--- src/hdl/cspb_pkg.sv ---
// cspb_pkg: shared types and constants for the capture span builder
`default_nettype none
package cspb_pkg;

    localparam int MARKER_W     = 32;
    localparam int POS_W        = 32;
    localparam int VAR_IDX_W    = 4;
    // two marker bits per variable, so the marker word carries at most this many
    localparam int MAX_VARS     = MARKER_W / 2;
    localparam int NUM_VARS_DEF = 16;

    typedef struct packed {
        logic                starts_mapping;
        logic [MARKER_W-1:0] marker_bits;
        logic [POS_W-1:0]    doc_position;
    } t_in_word;

    typedef struct packed {
        logic [VAR_IDX_W-1:0] var_index;
        logic [POS_W-1:0]     span_start;
        logic [POS_W-1:0]     span_end;
        logic                 last_of_run;
    } t_out_word;

endpackage
`default_nettype wire

--- src/hdl/cspb_ram.sv ---
// cspb_ram: generic simple dual-port ram, registered read, read-first
`default_nettype none
module cspb_ram #(
    parameter int WIDTH  = 32,
    parameter int DEPTH  = 16,
    parameter int ADDR_W = (DEPTH > 1) ? $clog2(DEPTH) : 1
) (
    input  wire logic              i_clk,
    input  wire logic              i_wr_en,
    input  wire logic [ADDR_W-1:0] i_wr_addr,
    input  wire logic [WIDTH-1:0]  i_wr_data,
    input  wire logic              i_rd_en,
    input  wire logic [ADDR_W-1:0] i_rd_addr,
    output logic      [WIDTH-1:0]  o_rd_data
);

    logic [WIDTH-1:0] r_mem [DEPTH];
    logic [WIDTH-1:0] r_rd_data;

    always_ff @(posedge i_clk) begin
        if (i_wr_en) begin
            r_mem[i_wr_addr] <= i_wr_data;
        end
        // same-address read returns the old contents
        if (i_rd_en) begin
            r_rd_data <= r_mem[i_rd_addr];
        end
    end

    assign o_rd_data = r_rd_data;

endmodule
`default_nettype wire

--- src/hdl/capture_span_builder_top.sv ---
// capture_span_builder_top: turns open/close marker annotations into capture spans
//
// input channel: one annotation word per handshake (i_valid / o_stall), in ascending
// position order. output channel: one span word per handshake (o_valid / i_stall).
// an annotation is scanned one variable per cycle unless a stall holds it, highest
// variable first, visiting only variables it opens or closes-while-pending. the next
// annotation is taken once the scan is done. span starts live in a small ram with a
// registered read; the read data register is the output register, so a span word is
// shown from the register after the scan visits its closing variable, and the first
// span of an annotation waits behind any open-only variables above it; later spans
// follow as the scan visits each further closing variable.
// pending flags sit in flip-flops and are cleared by reset, so no ram clearing pass
// is needed. while the receiver stalls, the shown span holds and the scan pauses at
// the next span-producing variable (open-only variables keep going).
// reset (synchronous, active low) drops any scan in progress and any shown span.
`default_nettype none
module capture_span_builder_top #(
    parameter int NUM_VARS = cspb_pkg::NUM_VARS_DEF
) (
    input  wire logic                i_clk,
    input  wire logic                i_rst_n,
    input  wire logic                i_valid,
    output logic                     o_stall,
    input  wire cspb_pkg::t_in_word  i_in_word,
    output logic                     o_valid,
    input  wire logic                i_stall,
    output cspb_pkg::t_out_word      o_out_word
);
    import cspb_pkg::*;

    // only variables whose two marker bits fit in the marker word take part
    localparam int NV = (NUM_VARS > MAX_VARS) ? MAX_VARS : NUM_VARS;
    localparam int AW = (NV > 1) ? $clog2(NV) : 1;

    logic           r_busy,    n_busy;
    logic [NV-1:0]  r_opens,   n_opens;
    logic [NV-1:0]  r_closes,  n_closes;
    logic [NV-1:0]  r_pending, n_pending;
    logic [POS_W-1:0] r_pos,   n_pos;
    logic           r_s2_valid, n_s2_valid;
    logic [AW-1:0]  r_s2_var,  n_s2_var;
    logic [POS_W-1:0] r_s2_end, n_s2_end;
    logic           r_s2_last, n_s2_last;

    logic           in_acc;
    logic [NV-1:0]  emit_mask;
    logic [NV-1:0]  work_mask;
    logic [NV-1:0]  sel_onehot;
    logic [NV-1:0]  lower_mask;
    logic [AW-1:0]  sel;
    logic           any_work;
    logic           sel_emit;
    logic           sel_open;
    logic           slot_free;
    logic           step;
    logic           sel_last;
    logic           scan_done;
    logic [NV-1:0]  in_opens;
    logic [NV-1:0]  in_closes;
    logic [POS_W-1:0] rd_data;

    assign in_acc = i_valid && !o_stall;

    always_comb begin
        for (int v = 0; v < NV; v++) begin
            in_opens[v]  = i_in_word.marker_bits[2*v];
            in_closes[v] = i_in_word.marker_bits[2*v+1];
        end
    end

    assign emit_mask = r_closes & r_pending;
    assign work_mask = r_opens | emit_mask;
    assign any_work  = |work_mask;

    // highest variable with something to do
    always_comb begin
        sel = '0;
        for (int v = 0; v < NV; v++) begin
            if (work_mask[v]) begin
                sel = AW'(v);
            end
        end
    end

    always_comb begin
        for (int v = 0; v < NV; v++) begin
            sel_onehot[v] = (AW'(v) == sel);
            lower_mask[v] = (AW'(v) < sel);
        end
    end

    assign sel_emit  = |(emit_mask & sel_onehot);
    assign sel_open  = |(r_opens & sel_onehot);
    assign slot_free = !r_s2_valid || !i_stall;
    assign step      = r_busy && any_work && (!sel_emit || slot_free);
    assign sel_last  = ~|(emit_mask & lower_mask);
    assign scan_done = r_busy && (!any_work || (step && ~|(work_mask & ~sel_onehot)));

    always_comb begin
        n_busy     = r_busy;
        n_opens    = r_opens;
        n_closes   = r_closes;
        n_pending  = r_pending;
        n_pos      = r_pos;
        n_s2_valid = r_s2_valid;
        n_s2_var   = r_s2_var;
        n_s2_end   = r_s2_end;
        n_s2_last  = r_s2_last;

        if (in_acc) begin
            n_busy   = 1'b1;
            n_opens  = in_opens;
            n_closes = in_closes;
            n_pos    = i_in_word.doc_position;
            if (i_in_word.starts_mapping) begin
                n_pending = '0;
            end
        end

        if (step) begin
            n_opens  = r_opens & ~sel_onehot;
            n_closes = r_closes & ~sel_onehot;
            // close is handled first, then an open sets pending again
            n_pending = sel_open ? (r_pending | sel_onehot) : (r_pending & ~sel_onehot);
        end

        if (scan_done) begin
            n_busy = 1'b0;
        end

        if (step && sel_emit) begin
            n_s2_valid = 1'b1;
            n_s2_var   = sel;
            n_s2_end   = r_pos;
            n_s2_last  = sel_last;
        end else if (r_s2_valid && !i_stall) begin
            n_s2_valid = 1'b0;
        end
    end

    always_ff @(posedge i_clk) begin
        if (!i_rst_n) begin
            r_busy     <= 1'b0;
            r_pending  <= '0;
            r_s2_valid <= 1'b0;
        end else begin
            r_busy     <= n_busy;
            r_pending  <= n_pending;
            r_s2_valid <= n_s2_valid;
        end
        r_opens   <= n_opens;
        r_closes  <= n_closes;
        r_pos     <= n_pos;
        r_s2_var  <= n_s2_var;
        r_s2_end  <= n_s2_end;
        r_s2_last <= n_s2_last;
    end

    cspb_ram #(
        .WIDTH  (POS_W),
        .DEPTH  (NV),
        .ADDR_W (AW)
    ) u_start_ram (
        .i_clk     (i_clk),
        .i_wr_en   (step && sel_open),
        .i_wr_addr (sel),
        .i_wr_data (r_pos),
        .i_rd_en   (step && sel_emit),
        .i_rd_addr (sel),
        .o_rd_data (rd_data)
    );

    assign o_stall                = r_busy;
    assign o_valid                = r_s2_valid;
    assign o_out_word.var_index   = VAR_IDX_W'(r_s2_var);
    assign o_out_word.span_start  = rd_data;
    assign o_out_word.span_end    = r_s2_end;
    assign o_out_word.last_of_run = r_s2_last;

    a_span_from_scan: assert property (@(posedge i_clk) disable iff (!i_rst_n)
        $rose(r_s2_valid) |-> $past(r_busy))
        else $error("span word appeared without an active scan");

    a_mapping_clears: assert property (@(posedge i_clk) disable iff (!i_rst_n)
        (in_acc && i_in_word.starts_mapping) |=> (r_pending == '0))
        else $error("pending flags survived a new mapping");

    a_scan_ends: assert property (@(posedge i_clk) disable iff (!i_rst_n)
        (r_busy && !any_work) |=> !r_busy)
        else $error("scan did not finish with no work left");

endmodule
`default_nettype wire
--- config.mk ---
export PLATFORM = sky130hd
export DESIGN_NAME = capture_span_builder_top
export DESIGN_NICKNAME = d
export VERILOG_FILES = /design/src/hdl/cspb_pkg.sv /design/src/hdl/cspb_ram.sv /design/src/hdl/capture_span_builder_top.sv
export SDC_FILE = /design/constraint.sdc
export NUM_CORES = 1
export LEC_CHECK = 0
export BUFFER_PORTS_ARGS = -buffer_cell sky130_fd_sc_hd__clkbuf_2
export CAP_MARGIN = 0
export CORE_MARGIN = 3
export CORE_UTILIZATION = 30
export CTS_CLUSTER_DIAMETER = 120
export CTS_CLUSTER_SIZE = 8
export DETAILED_ROUTE_END_ITERATION = 8
export SYNTH_ARGS = -nofsm -noshare
export SYNTH_HDL_FRONTEND = slang
export SYNTH_SLANG_ARGS = --single-unit
export TNS_END_PERCENT = 30
--- constraint.sdc ---
create_clock -name i_clk -period 5.7 [get_ports i_clk]
set_input_delay 0.57 -clock i_clk [delete_from_list [all_inputs] [get_ports i_clk]]
set_output_delay 0.57 -clock i_clk [all_outputs]
set_load 0.05 [all_outputs]
==> results of run 1 <==
## metrics by stage
step	total power, uW	cell area [sq um]
2_1_floorplan	6150	25010
3_3_place_gp	6537	27290
3_5_place_dp	6545	27290
4_1_cts	11510	29840
5_1_grt	11780	29840
6_report	11390	29840
## routing by layer
metal | GRT usage (%) | up-vias | part of all wire, % | wire length, um
met1 | 20.06 | 7602 | 41 | 28690
met5 | 0 | - | 0 | 0
met3 | 3.519 | 118 | 6.1 | 4316
met2 | 27.08 | 559 | 50 | 35480
li1 | - | 6575 | - | -
met4 | 5.343 | 0 | 3.0 | 2131
## layout by cell type (no fill, tap or decap), drive strengths merged, types with 3 or more instances in the layout
master   instances
nor3             5
a21oi           31
o221ai           3
and2            11
nand3           53
a21o            14
a311oi           9
nor4             7
nand4           16
o21a             3
edfxtp         645
o22ai           42
buf             47
o211ai          24
nor2            32
clkinv           5
a32oi           68
mux2i            3
a221oi          83
o311ai          22
o21ai           25
a2111oi          5
clkbuf         245
inv             24
a211o            3
a221o           61
dfxtp           18
nand2           76
a211oi           4
a22o            12
a22oi           32
a31oi            3
## critical path: cells and delay by family, from the launching register on
kind | cells | cell delay, ns
compound gates | 4 | 1.83
buf+inv | 1 | 0.41
flops | 1 | 0.44
simple gates | 3 | 1.38
## flip-flops by register name, indices dropped and copies added (netlist names)
register               cells
r_closes                  16
o_valid                    1
r_opens                   16
r_s2_end                  32
r_pos                     32
r_s2_last                  1
o_stall                    1
r_pending                 16
r_s2_var                   4
u_start_ram.o_rd_data     32
u_start_ram.r_mem        512
## power breakdown
part	leakage [uW]	switching (uW)	internal, uW
logic	0.00218	589	246
clock network	0.00124	1990	2950
registers	0.00600	123	5490
total	0.00942	2700	8690
## layout make-up
type / count / area, sq um
well taps: 1070 / 1339
clock buffers: 106 / 2407
fillers: 7590 / 52530
diodes: 1 / 2.502
inverters: 22 / 82.58
clock inverters: 7 / 143.9
repair buffers: 186 / 1111
multi-input cells: 677 / 5029
flip-flops and latches: 663 / 19730
## cells by family (layout without fill, tap and decap cells)
family,Yosys count,after routing,share of synthesized area (%)
AOI/OAI and AO/OA,461,461,14.89
buffers and inverters,120,321,1.922
DFF,663,663,78.91
muxes,5,5,0.2102
other,0,1,0
and+or+nand+nor,211,211,4.068
## worst max-delay path by stage
stage                 start                       end  slack (ns)  cells after the start
5_1_grt         r_closes[6]  u_start_ram.r_mem[1][19]        0.94                      8
6_report        r_closes[6]  u_start_ram.r_mem[1][24]        1.22                      8
3_3_place_gp    r_closes[6]  u_start_ram.r_mem[1][20]        1.32                      8
2_1_floorplan  r_closes[14]               r_s2_end[0]        0.12                      8
3_5_place_dp    r_closes[6]  u_start_ram.r_mem[1][20]        1.30                      8
4_1_cts         r_closes[6]  u_start_ram.r_mem[1][24]        1.24                      8
==> summary.md, run 1 <==
| Metric | Value |
|---|---|
| RSZ-0062 raised after global routing | false |
| All-Layer GR Usage | between 10% and 20% |
| Initial antenna violation count | 0 |
| P_leak | approximately 0.0094 uW |
| PD cells | around 380 nW/um^2 |
| Routed vias/inst | about 5.4 |
| Largest net degree at the start of global routing | 72 |
| Post-CTS setup buffers | 0 |
| Post-synth top area share | about 77% |
| Worst vdd ir | between 0.0002 and 0.00025 V |
| Slew Viols, Final | 0 |
| Nets | 1712 |
| Core outline area | ~80000 sq um |
| Slew @ Worst Pin | ~1 ns |
| Post-DRT Antenna Nets | 0 |
| DRT Pass-1 Iters | 7 |
| Max Freq | approximately 220 MHz |
| Placed Cells | approximately 2600 |
| R2r setup slk | 1.22 ns |
| Critical R2R Launch | r_closes[6] |
| Arr. time, crit path | about 4.7 ns |
| Tmin final | 4.477 ns |
| R2r endpoint | u_start_ram.r_mem[1][24] |
| Status | finished, final reports clean |
| Dpl hpwl | around 43000 um |
| Critical path startpoint category | flop |
| Main synth FF type | edfxtp_1 |
| Root Buffer Master | clkbuf_16 |
| R2R cell count | 8 |
| Distinct cells, synth | 63 |
| # DRC | 0 |
| Worst-path cell chain | a21oi_1 -> o21ai_0 -> o21ai_1 -> a31oi_1 -> nor2_4 -> nand2_1 -> nor2_4 -> buf_4 |
| Total number of vias | between 10000 and 15000 |
| Hold Vio Cnt, Final | 0 |
| Minimum hold slack | 0.1017 ns |
| Non-Filler Instances | around 2700 |
| Fin crit share | roughly four fifths |
| CTS max path bufs | 3 |
| Row Count | around 110 |
| CP Data Required Time | 5.96 ns |
| Setup TNS | 0 ns |
| WL final | about 70000 um |
| Gpl congestion | about 0.89 |
| Die Wd | between 200 and 300 um |
| Synth area leaders | edfxtp_1 (77%), a221oi_1 (2.9%), a221o_1 (2.4%), a32oi_1 (2.4%), dfxtp_1 (1.4%) |
| Area leader, netlist | edfxtp_1 |
| Max-slew headroom | 33.77% |
| Syn Nets | between 1500 and 2000 |
| Port Buffers | 139 |
| Initial core utilization | 30.35% |
| Max incr delay on CP | 0.85 ns |
| Post-CTS Resized | 0 |
| Layout cell share with drive strength beyond 1 | 19.87% |
| CTS tree | built |
| Count leader, synth | edfxtp_1 |
| HP Class | in2reg |
| DIE AREA | roughly 87000 sq um |
| Clock skew | around 0.026 ns |
| Setup Crit Path Kind | reg2reg |
| Worst-Skew Late Latency | approximately 0.64 ns |
| Hold path depth | 1 |
| Io pins | 140 |
| Post-synth top cells | edfxtp_1 (645), clkbuf_1 (86), a221oi_1 (83) |
| Total CTS buffers | 93 |
| Hold Path End | r_pos[28] |
| Final setup viols | 0 |
| First-pass GRT wire length | a little over 100000 um |
| Most frequent cell on the critical path | nor2_4 |
| Register area share after synthesis | 78.91% |
| Asr flop ratio synth | 0% |
| Avg Cell Area, Syn | between 15 and 20 sq um |
| Layout Utilization | 36.23% |
| Yosys warning count | 0 |
| Vias in the first global route | 15030 |
| Post-place setup slack | 1.296 ns |
| Synth Instances | roughly 1500 |
| Total global routing overflow | 0 |
| Mapped Area | around 25000 sq um |
| Clk sinks | 663 |
| CP max stage cell | nor2_4 |
| Hold path startpoint | i_in_word[28] |
| Max_cap viols | 0 |
| Post-synth EDFFs | approximately 650 |
| Critical Path End Type | flop |
| Clk slew on worst S/H paths | around 0.070 ns |
| 1st-iter DRT viols | 1338 |
| Final setup margin | 1.223 ns |
| Htree depth | 3 |
| Hold buffers post-CTS | 0 |
| Seq cells post-synth | ~660 |
| Wire per inst | around 26 um |
| Worst Path Max Fanout | 32 |
| Layout area overhead | 19.36% |
| Overall die height | between 200 and 300 um |
Note: power is estimated with default switching activity, not from simulation.
==> inputs of run 2 (changes only) <==
==> constraint.sdc (replaced) <==
create_clock -name i_clk -period 4.05 [get_ports i_clk]
set_input_delay 0.405 -clock i_clk [delete_from_list [all_inputs] [get_ports i_clk]]
set_output_delay 0.405 -clock i_clk [all_outputs]
set_load 0.05 [all_outputs]
==> run 2 against run 1 <==
  * Largest power group unchanged
  * Non-clock buffer count grew 110
  * Critical path type unchanged
  * Routed wire length grew 2.2%
  * First-iteration DRC count grew 21%
  * Sequential share of layout area shrank 2.9 points
  * Via count grew 5.6%
  * Combinational power grew 58%
  * Utilization grew 1.7 points
  * Fmax grew 13%
==> summary.md, run 2 (synthesized netlist as in run 1, its figures left out) <==
| Metric | Value |
|---|---|
| Slew Viols, Final | 0 (unchanged) |
| Hold Vio Cnt, Final | 0 (unchanged) |
| Crit path buffers/inverters | 2 (was 1) |
| Biggest register | u_start_ram.r_mem (unchanged) |
| # DRC | 0 (unchanged) |
| All-Layer GR Usage | 16.45% (was 15.89%) |
| Wire per inst | 25.35 um (was 25.85 um) |
| Io pins | 140 (unchanged) |
| Worst-Skew Late Latency | 0.65 ns (was 0.64 ns) |
| Setup Crit Path Kind | reg2reg (unchanged) |
| RSZ-0062 raised after global routing | false (unchanged) |
| Root Buffer Master | clkbuf_16 (unchanged) |
| First-pass GRT wire length | 105900 um (was 102300 um) |
| Final setup viols | 0 (unchanged) |
| Tmin final | 3.961 ns (was 4.477 ns) |
| Nets | 1822 (was 1712) |
| HP Class | in2reg (unchanged) |
| Fin area | 31240 sq um (was 29840 sq um) |
| Gpl congestion | 0.9098 (was 0.8883) |
| Clock skew | 0.05050 ns (was 0.02597 ns) |
| PD cells | 518.6 nW/um^2 (was 381.6 nW/um^2) |
| Critical Path End Type | flop (unchanged) |
| Layout cell share with drive strength beyond 1 | 22.80% (was 19.87%) |
| Crit path max-delay family | compound AO/OA/AOI/OAI gates (unchanged) |
| Total global routing overflow | 0 (unchanged) |
| Max Freq | 252.5 MHz (was 223.4 MHz) |
| Port Buffers | 139 (unchanged) |
| Setup TNS | 0 ns (unchanged) |
| 1st-iter DRT viols | 1624 (was 1338) |
| P_leak | 0.01006 uW (was 0.009416 uW) |
| Largest net degree at the start of global routing | 71 (was 72) |
| Post-DRT Antenna Nets | 0 (unchanged) |
| Most frequent cells in the layout | edfxtp_1 (645), clkbuf_2 (139), clkbuf_16 (95), a221oi_1 (83), buf_4 (80) (was edfxtp_1 (645), clkbuf_2 (139), clkbuf_16 (94), a221oi_1 (83), nand2_1 (76)) |
| Row Count | 105 (unchanged) |
| Clk slew on worst S/H paths | 0.06 ns (was 0.07 ns) |
| Worst Path Max Fanout | 39 (was 32) |
| Worst-path cell chain | a21oi_1 -> o21ai_0 -> and2_1 -> o41ai_4 -> buf_12 -> buf_4 -> a221o_1 -> a221oi_1 -> o311ai_0 (was a21oi_1 -> o21ai_0 -> o21ai_1 -> a31oi_1 -> nor2_4 -> nand2_1 -> nor2_4 -> buf_4) |
| Clk sinks | 663 (unchanged) |
| Fin crit share | 97.80% (was 78.54%) |
| Die Wd | 294.7 um (unchanged) |
| CTS max path bufs | 3 (unchanged) |
| Initial antenna violation count | 0 (unchanged) |
| Total number of vias | 15690 (was 14850) |
| Core outline area | 82370 sq um (unchanged) |
| Initial core utilization | 30.35% (unchanged) |
| Total CTS buffers | 93 (unchanged) |
| Commonest non-fill, non-tap cell in the layout | edfxtp_1 (unchanged) |
| Ant. Diodes | 0 (was 1) |
| DRT Pass-1 Iters | 6 (was 7) |
| Overall die height | 294.7 um (unchanged) |
| Max_cap viols | 0 (unchanged) |
| Minimum hold slack | 0.02858 ns (was 0.1017 ns) |
| CP Data Required Time | 4.40 ns (was 5.96 ns) |
| Arr. time, crit path | 4.31 ns (was 4.74 ns) |
| Placed Cells | 2691 (was 2618) |
| Layout area overhead | 24.94% (was 19.36%) |
| Status | finished, final reports clean (unchanged) |
| Largest register FFs | 512 (unchanged) |
| Htree depth | 3 (unchanged) |
| Slew @ Worst Pin | 0.8593 ns (was 0.9914 ns) |
| Worst vdd ir | 0.0003101 V (was 0.0002252 V) |
| Vias in the first global route | 15640 (was 15030) |
| Routed vias/inst | 5.514 (was 5.437) |
| CTS tree | built (unchanged) |
| Max incr delay on CP | 0.69 ns (was 0.85 ns) |
| Non-Filler Instances | 2846 (was 2732) |
| DIE AREA | 86840 sq um (unchanged) |
| Max-slew headroom | 42.71% (was 33.77%) |
| Critical path startpoint category | flop (unchanged) |
| Dpl hpwl | 44820 um (was 43470 um) |
| Placed cell areas | 28280 sq um (was 27290 sq um) |
| WL final | 72160 um (was 70620 um) |
| CP max stage cell | o41ai_4 (was nor2_4) |
==> run 2: changes by cell type in the layout (fill, tap and decap cells not counted), sizes merged <==
cell,change
diode,-1
clkbuf,+5
clkinv,-1
buf,+75
bufinv,+1
dlygate4sd3,+35
==> run 2: worst reg2reg max path: cells and delay by family, from the launching register on <==
kind / cells / cell delay (ns)
buffers and inverters: 2 / 0.63
flip-flops: 1 / 0.49
AO/OA/AOI/OAI: 6 / 2.25
AND/OR/NAND/NOR: 1 / 0.29
==> run 2: layout make-up <==
class	instances	area (sq um)
fillers	7520	51140
clock inverters	7	126.4
repair buffers	296	2487
well taps	1070	1339
multi-input cells	677	5026
clock buffers	111	2447
inverters	22	82.58
flip-flops and latches	663	19730
==> run 2: what timing repair did <==
item / in CTS / in global routing
endpoints found under the setup margin: 0 / 13
buffers inserted: 0 / 2
hold buffers: 35 / 0
hold endpoints to repair: 35 / 0
resized for setup: 0 / 3
==> run 2: per-layer routing <==
metal	share of wire [%]	routed length, um	GRT usage, %
met5	0	0	0
met4	2.6	1906	5.550
met3	7.2	5226	3.474
met2	47	33890	26.15
met1	43	31130	22.48
==> run 2: stage by stage <==
stage / total power [uW] / util [%] / worst slack, ns
floorplan: 8657 / - / -0.1866
global placement: 9279 / 34.33 / -0.04474
detailed placement: 9288 / 34.33 / 0.08090
CTS: 16360 / 37.88 / 0.006957
global route: 16760 / 37.92 / 0.002903
finish: 16200 / 37.92 / 0.08911
==> run 2: worst paths after layout <==
kind,from,to,slack [ns],cells past startpoint
hold reg to reg,r_pending[0],r_pending[0],0.45,2
setup reg to reg,r_opens[10],u_start_ram.o_rd_data[23],0.09,9
hold / removal,i_in_word[46],r_opens[7],0.03,3
setup / recovery,r_opens[10],u_start_ram.o_rd_data[23],0.09,9
==> run 2: power breakdown <==
part / leakage [uW] / total (uW) / switching, uW / internal [uW]
clock: 0.00125 / 7000 / 2750 / 4250
sequential: 0.00600 / 7880 / 154 / 7730
combinational: 0.00280 / 1320 / 874 / 445
total: 0.0101 / 16200 / 3780 / 12400
